<file path="config.mk">
export PLATFORM = sky130hd
export DESIGN_NAME = json_array_object_splitter_core
export DESIGN_NICKNAME = d
export VERILOG_FILES = /design/src/hdl/jaos_pkg.sv /design/src/hdl/jaos_step.sv /design/src/hdl/json_array_object_splitter_core.sv
export SDC_FILE = /design/constraint.sdc
export NUM_CORES = 1
export LEC_CHECK = 0
export BUFFER_PORTS_ARGS = -buffer_cell sky130_fd_sc_hd__buf_2
export CELL_PAD_IN_SITES_DETAIL_PLACEMENT = 1
export CELL_PAD_IN_SITES_GLOBAL_PLACEMENT = 2
export CORE_MARGIN = 2
export CORE_UTILIZATION = 28
export CTS_CLUSTER_DIAMETER = 30
export DETAILED_ROUTE_END_ITERATION = 12
export GPL_ROUTABILITY_DRIVEN = 0
export HOLD_SLACK_MARGIN = 0.15
export PLACE_DENSITY_LB_ADDON = 0.1
export SLEW_MARGIN = 20
export SYNTH_ARGS = -nofsm -noshare
export SYNTH_HDL_FRONTEND = slang
export SYNTH_SLANG_ARGS = --single-unit
</file>
<file path="constraint.sdc">
create_clock -name clk_i -period 2.5 [get_ports clk_i]
set_clock_uncertainty 0.2 [all_clocks]
set_input_delay 0.375 -clock clk_i [delete_from_list [all_inputs] [get_ports clk_i]]
set_output_delay 0.375 -clock clk_i [all_outputs]
set_load 0.005 [all_outputs]
</file>
<file path="src/hdl/jaos_pkg.sv">
// jaos_pkg: types, character codes and helpers for the JSON object stream splitter.
// No dependencies. Used by jaos_step, json_array_object_splitter_core and jaos_checker.
package jaos_pkg;

  localparam int unsigned DEPTH_BITS = 8;

  typedef logic [DEPTH_BITS-1:0] depth_t;

  localparam logic [7:0] CH_LBRACKET  = 8'h5B;  // [
  localparam logic [7:0] CH_RBRACKET  = 8'h5D;  // ]
  localparam logic [7:0] CH_LBRACE    = 8'h7B;  // {
  localparam logic [7:0] CH_RBRACE    = 8'h7D;  // }
  localparam logic [7:0] CH_COMMA     = 8'h2C;
  localparam logic [7:0] CH_QUOTE     = 8'h22;
  localparam logic [7:0] CH_BACKSLASH = 8'h5C;
  localparam logic [7:0] CH_SPACE     = 8'h20;
  localparam logic [7:0] CH_TAB       = 8'h09;
  localparam logic [7:0] CH_CR        = 8'h0D;

  typedef struct packed {
    logic [7:0] in_byte;
    logic       chunk_last;
  } in_item_t;

  typedef struct packed {
    logic [7:0] out_byte;
    logic       byte_valid;
    logic       object_last;
    logic       fail_flag;
    logic       done_flag;
  } out_item_t;

  typedef struct packed {
    logic   started;
    logic   array_mode;
    depth_t depth;
    logic   inside_string;
    logic   escape_pending;
    logic   failed;
    logic   finished;
  } parse_state_t;

  localparam parse_state_t PARSE_RESET = '{
    started:        1'b0,
    array_mode:     1'b0,
    depth:          '0,
    inside_string:  1'b0,
    escape_pending: 1'b0,
    failed:         1'b0,
    finished:       1'b0
  };

  // space, tab, LF, VT, FF, CR
  function automatic logic is_ws(input logic [7:0] c);
    return (c == CH_SPACE) || ((c >= CH_TAB) && (c <= CH_CR));
  endfunction

endpackage

</file>
<file path="src/hdl/jaos_step.sv">
// jaos_step: per-byte parser update, next state and result item for one byte.
// Depends on jaos_pkg.
module jaos_step import jaos_pkg::*; (
  input  parse_state_t state_i,
  input  logic [7:0]   byte_i,
  output parse_state_t state_o,
  output out_item_t    result_o
);

  logic   fwd;
  logic   last;
  depth_t depth_dec;

  assign depth_dec = state_i.depth - depth_t'(1);

  always_comb begin
    state_o = state_i;
    fwd     = 1'b0;
    last    = 1'b0;
    priority if (state_i.failed || state_i.finished) begin
      // sticky: drop everything
    end else if (!state_i.started) begin
      if (!is_ws(byte_i)) begin
        state_o.started = 1'b1;
        priority if (byte_i == CH_LBRACKET) begin
          state_o.array_mode = 1'b1;
        end else if (byte_i == CH_LBRACE) begin
          state_o.depth = depth_t'(1);
          fwd           = 1'b1;
        end else begin
          state_o.failed = 1'b1;
        end
      end
    end else if (state_i.depth == '0) begin
      // between objects
      priority if (is_ws(byte_i)) begin
      end else if (state_i.array_mode && byte_i == CH_COMMA) begin
      end else if (state_i.array_mode && byte_i == CH_RBRACKET) begin
        state_o.finished = 1'b1;
      end else if (byte_i == CH_LBRACE) begin
        state_o.depth = depth_t'(1);
        fwd           = 1'b1;
      end else begin
        state_o.failed = 1'b1;
      end
    end else if (state_i.inside_string) begin
      fwd = 1'b1;
      priority if (state_i.escape_pending) begin
        state_o.escape_pending = 1'b0;
      end else if (byte_i == CH_BACKSLASH) begin
        state_o.escape_pending = 1'b1;
      end else if (byte_i == CH_QUOTE) begin
        state_o.inside_string = 1'b0;
      end
    end else begin
      priority if (byte_i == CH_QUOTE) begin
        state_o.inside_string = 1'b1;
        fwd                   = 1'b1;
      end else if (byte_i == CH_LBRACE) begin
        if (state_i.depth == '1) begin
          state_o.failed = 1'b1;
        end else begin
          state_o.depth = state_i.depth + depth_t'(1);
          fwd           = 1'b1;
        end
      end else if (byte_i == CH_RBRACE) begin
        state_o.depth = depth_dec;
        fwd           = 1'b1;
        last          = (depth_dec == '0);
      end else begin
        fwd = 1'b1;
      end
    end
  end

  always_comb begin
    result_o.out_byte    = fwd ? byte_i : 8'h00;
    result_o.byte_valid  = fwd;
    result_o.object_last = last;
    result_o.fail_flag   = state_o.failed;
    result_o.done_flag   = state_o.finished;
  end

endmodule

</file>
<file path="src/hdl/json_array_object_splitter_core.sv">
// json_array_object_splitter_core: top level, input register, parser state and result register.
// Depends on jaos_pkg and jaos_step.
//
// Takes one raw byte per transfer and returns exactly one result per byte, in order: the byte
// itself with byte_valid set when it belongs to a top-level JSON object (object_last marks the
// closing brace), plus the sticky fail and done flags. A byte is held in the input register and
// moves to the result register once that register is empty or its result transfers, and its
// result then shows on the output. With out_ready_i held high, one byte is accepted and one
// result delivered every cycle; the rate is set by the combinational parser state update
// between the two registers. While a result waits on out_ready_i, one more byte can enter the
// input register, and the input then stalls until the result transfers.
// chunk_last is carried in but has no effect on parsing.
module json_array_object_splitter_core import jaos_pkg::*; (
  input  logic      clk_i,
  input  logic      rst_ni,
  input  logic      in_valid_i,
  output logic      in_ready_o,
  input  in_item_t  in_data_i,
  output logic      out_valid_o,
  input  logic      out_ready_i,
  output out_item_t out_data_o
);

  logic         in_valid_q;
  in_item_t     in_data_q;
  logic         out_valid_q;
  out_item_t    out_data_q;
  parse_state_t state_q, state_d;
  out_item_t    result;
  logic         advance;

  // byte moves from input register to result register
  assign advance    = in_valid_q && (!out_valid_q || out_ready_i);
  assign in_ready_o = !in_valid_q || advance;

  jaos_step u_step (
    .state_i  (state_q),
    .byte_i   (in_data_q.in_byte),
    .state_o  (state_d),
    .result_o (result)
  );

  always_ff @(posedge clk_i or negedge rst_ni) begin
    if (!rst_ni) begin
      in_valid_q  <= 1'b0;
      out_valid_q <= 1'b0;
      state_q     <= PARSE_RESET;
    end else begin
      if (in_ready_o) begin
        in_valid_q <= in_valid_i;
      end
      if (advance) begin
        out_valid_q <= 1'b1;
        state_q     <= state_d;
      end else if (out_ready_i) begin
        out_valid_q <= 1'b0;
      end
    end
  end

  always_ff @(posedge clk_i) begin
    if (in_valid_i && in_ready_o) begin
      in_data_q <= in_data_i;
    end
    if (advance) begin
      out_data_q <= result;
    end
  end

  assign out_valid_o = out_valid_q;
  assign out_data_o  = out_data_q;

endmodule

</file>
# Word level (Yosys, flattened, before mapping)
# Cells that the tools add are included.
[classes] mul=0 magnitude_cmp=2 mux=53 div=0 n_eq_ne=18 n_bitwise=5 n_addsub=2 shifts=0 reduce_logical=20
[ops] operator="$mux W8" count=12
[ops] operator="$eq A8 B7 Y1 const B" count=5
[ops] operator="$mux W1" count=36
[ops] operator="$eq A8 B6 Y1 const B" count=3
[ops] operator="$logic_not A8 Y1" count=2
[ops] operator="$reduce_and A11 Y1" count=1
[ops] operator="$mux W10" count=1
[ops] operator="$reduce_and A5 Y1" count=2
[ops] operator="$add A8 B1 Y8 const B" count=1
[ops] operator="$eq A8 B8 Y1 const B" count=1
[ops] operator="$ge A8 B4 Y1 const B" count=1
[ops] operator="$le A8 B4 Y1 const B" count=1
[ops] operator="$mux W2" count=4
[ops] operator="$sub A8 B1 Y8 const B" count=1
[ops] operator="$reduce_or A7 Y1" count=1
[ops] operator="$ne A2 B2 Y1 const B" count=3
[ops] operator="$ne A3 B2 Y1 const B" count=2
[ops] operator="$ne A3 B3 Y1 const B" count=2
[ops] operator="$logic_and A1 B1 Y1" count=5
[ops] operator="$not A1 Y1" count=5
[ops] operator="$logic_or A1 B1 Y1" count=4
[ops] operator="$ne A4 B1 Y1 const B" count=1
[ops] operator="$ne A4 B4 Y1 const B" count=1
[ops] operator="$reduce_and A4 Y1" count=1
[ops] operator="3 further kinds" count=4
[word_totals] elab_cells=115 mem_count=0 mem_bits_ro=0 ramBits=0 latch_bits=0 ff_bits=36

# Depth between registers and ports, before layout
# Gate-level depths: netlist (run 1).
[depth] word_depth=8 depth_mapped=8 mapped_depth_nobuf=8

# Modules after synthesis
# A second synthesis (run 1) with hierarchy kept.
[hier_totals] hier_cells=220 area_unflattened_um2=2442.3
[modules_own_cells] module="json_array_object_splitter_core" area_per_inst_um2=1268.7 instances=1 cells_per_inst=58
[modules_own_cells] module="jaos_step" area_per_inst_um2=1173.6 instances=1 cells_per_inst=162

# Worst setup path before layout (run 1)
# Ideal clock, no wire load.
[synth_path] kind="register to register" startpoint="register state_q[4] (netlist name)" endpoint="register state_q[7] (netlist name)" path_slack_ps=-182 stages_incl_launch_ff=9 n_path_buf=0 arrival_ps=2357 path_cell_list="dfrtp_1 inv_1 ha_1 or3b_1 nor2_4 mux2_1 o211a_2 and2_1 a221o_1"
[synth_between] elab_chain_cells=7 word_cells_on_any_way=19
[synth_rtl] item="from (decl)" line_no="json_array_object_splitter_core.sv:28" rtl="parse_state_t state_q, state_d;"
[synth_rtl] item="from (signal assigned)" line_no="json_array_object_splitter_core.sv:54" rtl="state_q <= state_d;"
[synth_rtl] item="$sub A8 B1 Y8 / $add A8 B1 Y8 (equally long branches)" line_no="jaos_step.sv:14, jaos_step.sv:63"
[synth_rtl] item="$mux W8 (on tied branches)" line_no="jaos_step.sv:66, jaos_step.sv:60"
[synth_rtl] item="$mux W8" line_no="jaos_step.sv:59" rtl="end else if (byte_i == CH_LBRACE) begin"
[synth_rtl] item="$mux W8" line_no="jaos_step.sv:56" rtl="priority if (byte_i == CH_QUOTE) begin"
[synth_rtl] item="$mux W8" line_no="jaos_step.sv:46" rtl="end else if (state_i.inside_string) begin"
[synth_rtl] item="$mux W8" line_no="jaos_step.sv:34" rtl="end else if (state_i.depth == '0) begin"
[synth_rtl] item="$mux W8" line_no="jaos_step.sv:22" rtl="end else if (!state_i.started) begin"
# Several ways; a longest one is shown, not always the timed one. The select of a mux whose other input is x is not followed.
# A chain may end at the register's enable or synchronous reset.

# Final worst setup path (run 1)
[layout_path] startpoint="register state_q[5] (netlist name)" endpoint="register state_q[7] (netlist name)"
# The elaborated chain is that of the path after synthesis.

==> results.md, run 1 <==
- Most numerous cell in the Yosys netlist: edfxtp_1
- Register area: 1001 um2
- Layout cells sized above 1: 0.3552
- # DRC: 0
- Synth Register Bits: 36
- Drt total wl: 5836 um
- CP Buf/Inv Count: 1
- All-Layer GR Usage: 0.1509
- Min Tclk post-route: 2.474 ns
- Final hold slack: 0.2042 ns
- Critical Path RT: 2.48 ns
- Routed Antenna Nets: 0
- Relative slew slack: 0.5751
- Leakage: 1.069 nW
- DRT Pass-1 Iters: 4
- Final setup violation count: 0
- Total power per unit cell area: 628.3 nW/um2
- Hold crit path type: primary input to register
- Top post-synthesis cells by count: edfxtp_1 (20), dfrtp_1 (16), and2_1 (15), nand2_1 (12), nor2_1 (9)
- Critical Path Slowest Stage Cell: or3b_4
- Seq/Total Area, Yosys: 0.4788
- Synthesized area per cell: 10.89 um2
- RSZ-0062 raised after global routing: yes
- Synthesis-to-finish area growth: 32.32%
- Total CTS buffers: 5
- Critical Path Sink Type: register
- Synthesized Nets: 208
- Multi-input logic area: about 1100 um2
- Register-to-Register Path Depth: 8
- Full die area: 8174 um2
- Antenna cell count: 0
- Initial Util: 0.2883
- Largest net degree at the start of global routing: 17
- Final Hold Fails: 0
- Nets@finish: 274
- Initial antenna violation count: 0
- Die width: between 90 and 100 um
- Clk sinks: 36
- Post-synth cell types: 63
- R2r setup slk: around 0.026 ns
- Leading area contributor after synthesis: edfxtp_1
- Finished Core Util: 0.3814
- VDD IR-drop max: 0.0002758 V
- # fillers: 821
- Critical path depth: 8
- MaxCap Viol Count: 0
- TritonCTS clock tree: done
- CORE AREA: roughly 7300 um2
- Slew @ Worst Pin: 0.6374 ns
- CP Cell Sequence: inv_2 -> ha_4 -> or3b_4 -> nor2_4 -> mux2_4 -> o211a_4 -> and2_4 -> a221o_1
- Tcrit/Tclk final: 0.9898
- Startpoint class of the critical path: register
- Dpl hpwl: 4490 um
- Post-DR wirelength/cell: 16.30 um
- Die Height: 90.41 um
- DRT iter0 DRCs: 60
- Via Count: 1738
- Grt total ovfl: 0
- Worst skew pair latency: 0.29 ns
- Via-per-instance ratio: 4.855
- Syn Inst Count: 192
- Most common flop cell mapped by yosys: edfxtp_1
- Syn. warnings: 0
- Number of flops mapped to enable cells by yosys: 20
- Largest cells by area after synthesis: edfxtp_1 (29%), dfrtp_1 (19%), and2_1 (4.5%), a22o_1 (2.5%), nand2_1 (2.2%)
- Clk buf depth: 2
- CP top delay family: simple AND/OR/NAND/NOR gates
- Setup TNS: 0 ns
- Vias in the first global route: 1920
- Final Max Tran Viols: 0
- H-Tree Depth: 2
- Max incr delay on CP: 0.41 ns
- Reg clk slew, reported paths: 0.08 ns
- First-pass GRT wire length: 9687 um
- Status: finished, final reports clean
- # rows: 31
- Post-synth ARST share: 0.4444
- Area share of the largest cell type after synthesis: 0.2873
- Critical path class: register to register
- I/O Pins: 27
- Root buffer cell: clkbuf_8
- Worst EP arrival: ~2.5 ns
- Mapped Area: ~2100 um2
- Hold Crit Depth: 3
- Power, Total: approximately 1.7 mW
- Input/output buffers: 25
- Critical Path Fanout Max: 4
- Fmax: slightly above 400 MHz
==> stage by stage <==
stage / instances / setup WS, ns / area (um2)
final: 358 / 0.02557 / 2766
after global routing: 358 / -0.05462 / 2766
after CTS: 353 / 0.003361 / 2710
after detailed placement: 334 / 0.008004 / 2519
after global placement: 334 / 0.03927 / 2519
after floorplan: 192 / 0.01267 / 2117
==> sequential cells by signal, summed over array words and instances, names as in the netlist <==
register and flops:
state_q 14, in_valid_q 1, out_valid_o 1, in_data_q 8, out_data_o 12
==> path summary, 6_finish.rpt <==
kind                                to         from
min in group asynchronous   state_q[6]       rst_ni
hold / removal              in_valid_q  out_ready_i
hold reg to reg             state_q[1]   state_q[1]
setup reg to reg            state_q[7]   state_q[5]
max in group asynchronous  out_valid_o       rst_ni
setup / recovery            state_q[7]   state_q[5]
==> cells in the final DEF, fill, tap and decap left out, types with 6 or more instances in the layout <==
master,synthesis,layout
dlygate4sd3_1,0,10
and2_1,15,14
nor2_1,9,9
dfrtp_1,16,16
a22o_1,6,6
nand2_1,12,12
nor3_1,6,6
buf_4,0,33
edfxtp_1,20,20
o21ai_0,7,7
buf_2,7,25
==> logic make-up (layout without fill, tap and decap cells) <==
group                    Yosys count  after routing  synth area share
buffers and inverters             14             81           0.03291
flip-flops                        36             36            0.4788
AO/OA/AOI/OAI                     41             41            0.1598
multiplexers                       6              6           0.03052
adder cells (fa/ha/maj)            3              3           0.01796
AND/OR/NAND/NOR                   87             87            0.2591
XOR/XNOR                           5              5           0.02095
==> timing repair <==
item | in CTS | in global routing
hold endpoints to repair | 25 | 0
buffers inserted | 1 | 5
setup endpoints to repair | 9 | 13
pin swaps | 1 | 7
cloned | 0 | 0
hold buffers | 10 | 0
gates resized for setup | 0 | 6
==> worst register-to-register path: stages (launching register included) <==
cell and delay (ns):
dfrtp_1 0.40, inv_2 0.08, ha_4 0.13, or3b_4 0.41, nor2_4 0.15, mux2_4 0.31, o211a_4 0.25, and2_4 0.14
a221o_1 0.29
==> metal layers <==
metal  global-route usage  vias up  routed length [um]
met3              0.02922        9                 122
met5                    0        -                   0
li1                     -      853                   -
met1               0.1812      855                2533
met2               0.2675       21                3061
met4              0.05513        0                 118
==> final cells by class <==
class / count / area share
flip-flops and latches: 36 / 0.3618
well taps: 99 / 0.04478
repair buffers: 68 / 0.1710
inverters: 5 / 0.006784
multi-input cells: 142 / 0.3853
clock inverters: 2 / 0.004071
clock buffers: 6 / 0.02623
==> power breakdown <==
part	internal, mW	switching [mW]	leakage, nW
registers	0.721	0.0390	0.375
logic	0.286	0.277	0.655
clock network	0.193	0.222	0.0388
total	1.20	0.538	1.07
No activity file was read; power rests on OpenSTA's default activity.
==> run 2: changes to the inputs <==
--- a/config.mk
+++ b/config.mk
@@ -15,6 +15,7 @@
 export GPL_ROUTABILITY_DRIVEN = 0
 export HOLD_SLACK_MARGIN = 0.15
 export PLACE_DENSITY_LB_ADDON = 0.1
+export RECOVER_POWER = 50
 export SLEW_MARGIN = 20
 export SYNTH_ARGS = -nofsm -noshare
 export SYNTH_HDL_FRONTEND = slang
==> constraint.sdc (replaced) <==
create_clock -name clk_i -period 2.5 [get_ports clk_i]
set_clock_uncertainty 0.2 [all_clocks]
set_input_delay 0.5 -clock clk_i [delete_from_list [all_inputs] [get_ports clk_i]]
set_output_delay 0.5 -clock clk_i [all_outputs]
set_load 0.005 [all_outputs]
==> run 2 against run 1 <==
Net effect:
- first-iteration DRC count fell by 28%
- wire length is 0.15% higher
- cell area down 1.2%
- non-clock buffer count fell by 3
- hold slack worse by 0.024 ns
- total power rose by 0.53%
- die area stayed put
- clock power hardly changed
- largest power group unchanged
- via count grew 0.92%
- count of clock-buffer cells in the layout stayed put
- sequential power about the same
- highest routed layer unchanged
==> results.md, run 2 (synthesis gave the netlist of run 1 again) <==
- Status: finished, final reports clean
- MaxCap Viol Count: 0 (unchanged)
- Final Hold Fails: 0 (unchanged)
- Leakage: 1.056 nW (-1.2%)
- # DRC: 0 (unchanged)
- Routed Antenna Nets: 0 (unchanged)
- Synthesis-to-finish area growth: 30.76%
- First-pass GRT wire length: 9556 um (-1.4%)
- Drt total wl: 5845 um (+0.15%)
- Total power per unit cell area: 639.2 nW/um2 (+1.7%)
- Worst hold endpoint: in_data_q[8]
- Fmax: 404.7 MHz (+0.15%)
- RSZ-0062 raised after global routing: yes
- Largest net degree at the start of global routing: 17 (unchanged)
- Max incr delay on CP: 0.43 ns (+0.02 ns)
- Total CTS buffers: 5 (unchanged)
- TritonCTS clock tree: done
- Vias in the first global route: 1870 (-2.6%)
- Layout cells sized above 1: 0.3633 (+0.008069)
- Critical Path RT: 2.48 ns (about the same)
- Register area: 1001 um2 (unchanged)
- Die Height: 90.41 um (unchanged)
- CORE AREA: 7253 um2 (unchanged)
- Initial antenna violation count: 0 (unchanged)
- # rows: 31 (unchanged)
- Reg clk slew, reported paths: 0.08 ns (about the same)
- Tcrit/Tclk final: 0.9883 (-0.001437)
- Via-per-instance ratio: 4.941 (+1.8%)
- Worst skew pair latency: 0.30 ns (about the same)
- # fillers: 836 (+1.8%)
- Commonest non-fill, non-tap cell in the layout: buf_4
- Slew @ Worst Pin: 0.9830 ns (+0.3456 ns)
- Hold crit path type: primary input to register
- Most flops, register: state_q
- Power, Total: 1.747 mW (+0.53%)
- FF-to-FF End: state_q[11]
- Die width: 90.41 um (unchanged)
- Post-DR wirelength/cell: 16.46 um (+1.0%)
- Worst EP arrival: 2.45 ns (about the same)
- Final hold slack: 0.1801 ns (-0.02418 ns)
- Dpl hpwl: 4473 um (-0.38%)
- Root buffer cell: clkbuf_8
- Non-Filler Instances: 355 (-0.84%)
- DRT Pass-1 Iters: 4 (unchanged)
- Initial Util: 0.2883 (unchanged)
- Clk buf depth: 2 (unchanged)
- Final Max Tran Viols: 0 (unchanged)
- All-Layer GR Usage: 0.1477 (-0.003166)
- Worst R2R Start: state_q[5]
- I/O Pins: 27 (unchanged)
- Min Tclk post-route: 2.471 ns (-0.003593 ns)
- Critical Path Slowest Stage Cell: or3b_4
- Critical Path Fanout Max: 6 (+2)
- Antenna cell count: 0 (unchanged)
- Critical Path Sink Type: register
- Grt total ovfl: 0 (unchanged)
- DRT iter0 DRCs: 43 (-28%)
- Register-to-Register Path Depth: 8 (unchanged)
- Input/output buffers: 25 (unchanged)
- Worst setup startpoint: state_q[5]
- Critical path class: register to register
- H-Tree Depth: 2 (unchanged)
- Clk sinks: 36 (unchanged)
- Multi-input logic area: 1072 um2 (+0.59%)
- Startpoint class of the critical path: register
- Via Count: 1754 (+0.92%)
- Hold Crit Depth: 1 (-2)
- Nets@finish: 271 (-1.1%)
- VDD IR-drop max: 0.0002267 V (-18%)
- CP Cell Sequence: inv_2 -> ha_4 -> or3b_4 -> or2_4 -> o21ai_4 -> a32o_4 -> o211ai_1 -> a22o_1
- Max reg flops: 14 (unchanged)
- Full die area: 8174 um2 (unchanged)
- Placed cell count: 334 (unchanged)
- Final setup violation count: 0 (unchanged)
- Relative slew slack: 0.3447 (-0.2304)
- R2r setup slk: 0.03 ns (about the same)
- Commonest non-fill, non-tap cells in the layout: buf_4 (36), buf_2 (21), edfxtp_1 (20)
- Hold Startpoint: in_data_i[8]
[run 2: cell count changes in the layout (fill, tap and decap cells not counted), sizes merged]
cell	previous run	this run
buf	58	60
clkbuf	6	10
dlygate4sd3	10	1
[run 2: what timing repair did]
action                                 in CTS  in global routing
hold buffers                                1                  0
setup endpoints to repair                   8                 16
endpoints found under the hold margin      16                  0
resized for setup                           1                  8
setup buffers                               3                  9
gates cloned                                0                  0
pin swaps                                   7                 11
[run 2: worst max-delay path by stage]
| stage | slack, ns | cells past startpoint | endpoint |
|---|---|---|---|
| floorplan | 0.01 | 8 | state_q[7] |
| global placement | 0.04 | 8 | out_data_o[7] |
| detailed placement | -0.002 | 8 | state_q[7] |
| CTS | 0.006 | 8 | state_q[7] |
| global route | -0.03 | 8 | state_q[7] |
| finish | 0.03 | 8 | state_q[11] |
[run 2: report_power, final]
part | total (mW) | leakage, nW | switching (mW) | internal (mW)
clock | 0.418 | 0.0388 | 0.224 | 0.193
sequential | 0.760 | 0.375 | 0.0394 | 0.721
combinational | 0.569 | 0.642 | 0.281 | 0.288
[run 2: layer usage]
| metal | global-route usage | part of all wire |
|---|---|---|
| met1 | 0.1751 | 0.44 |
| met2 | 0.2682 | 0.53 |
| met3 | 0.02755 | 0.022 |
| met4 | 0.04872 | 0.014 |
| met5 | 0 | 0 |
[run 2: layout make-up]
class	count	share of cell area
clock inverters	2	0.004119
flip-flops and latches	36	0.3661
clock buffers	6	0.02654
multi-input cells	142	0.3922
inverters	5	0.006865
well taps	99	0.04531
repair buffers	65	0.1588
[run 2: per-stage QoR]
stage	setup TNS [ns]	cell area, um2	worst slack [ns]	util
finish	0	2734	0.02916	0.3769
global route	-0.06819	2734	-0.03194	0.3769
detailed placement	-0.001513	2519	-0.001513	0.3472
CTS	0	2638	0.006274	0.3636
global placement	0	2519	0.03883	0.3472
floorplan	0	2117	0.01267	-
[run 2: critical path, delay by kind of cell (launching register included)]
| family | cells | cell delay [ns] |
|---|---|---|
| fa+ha+maj | 1 | 0.13 |
| buf+inv | 1 | 0.08 |
| simple gates | 2 | 0.71 |
| flops | 1 | 0.40 |
| compound gates | 4 | 0.84 |
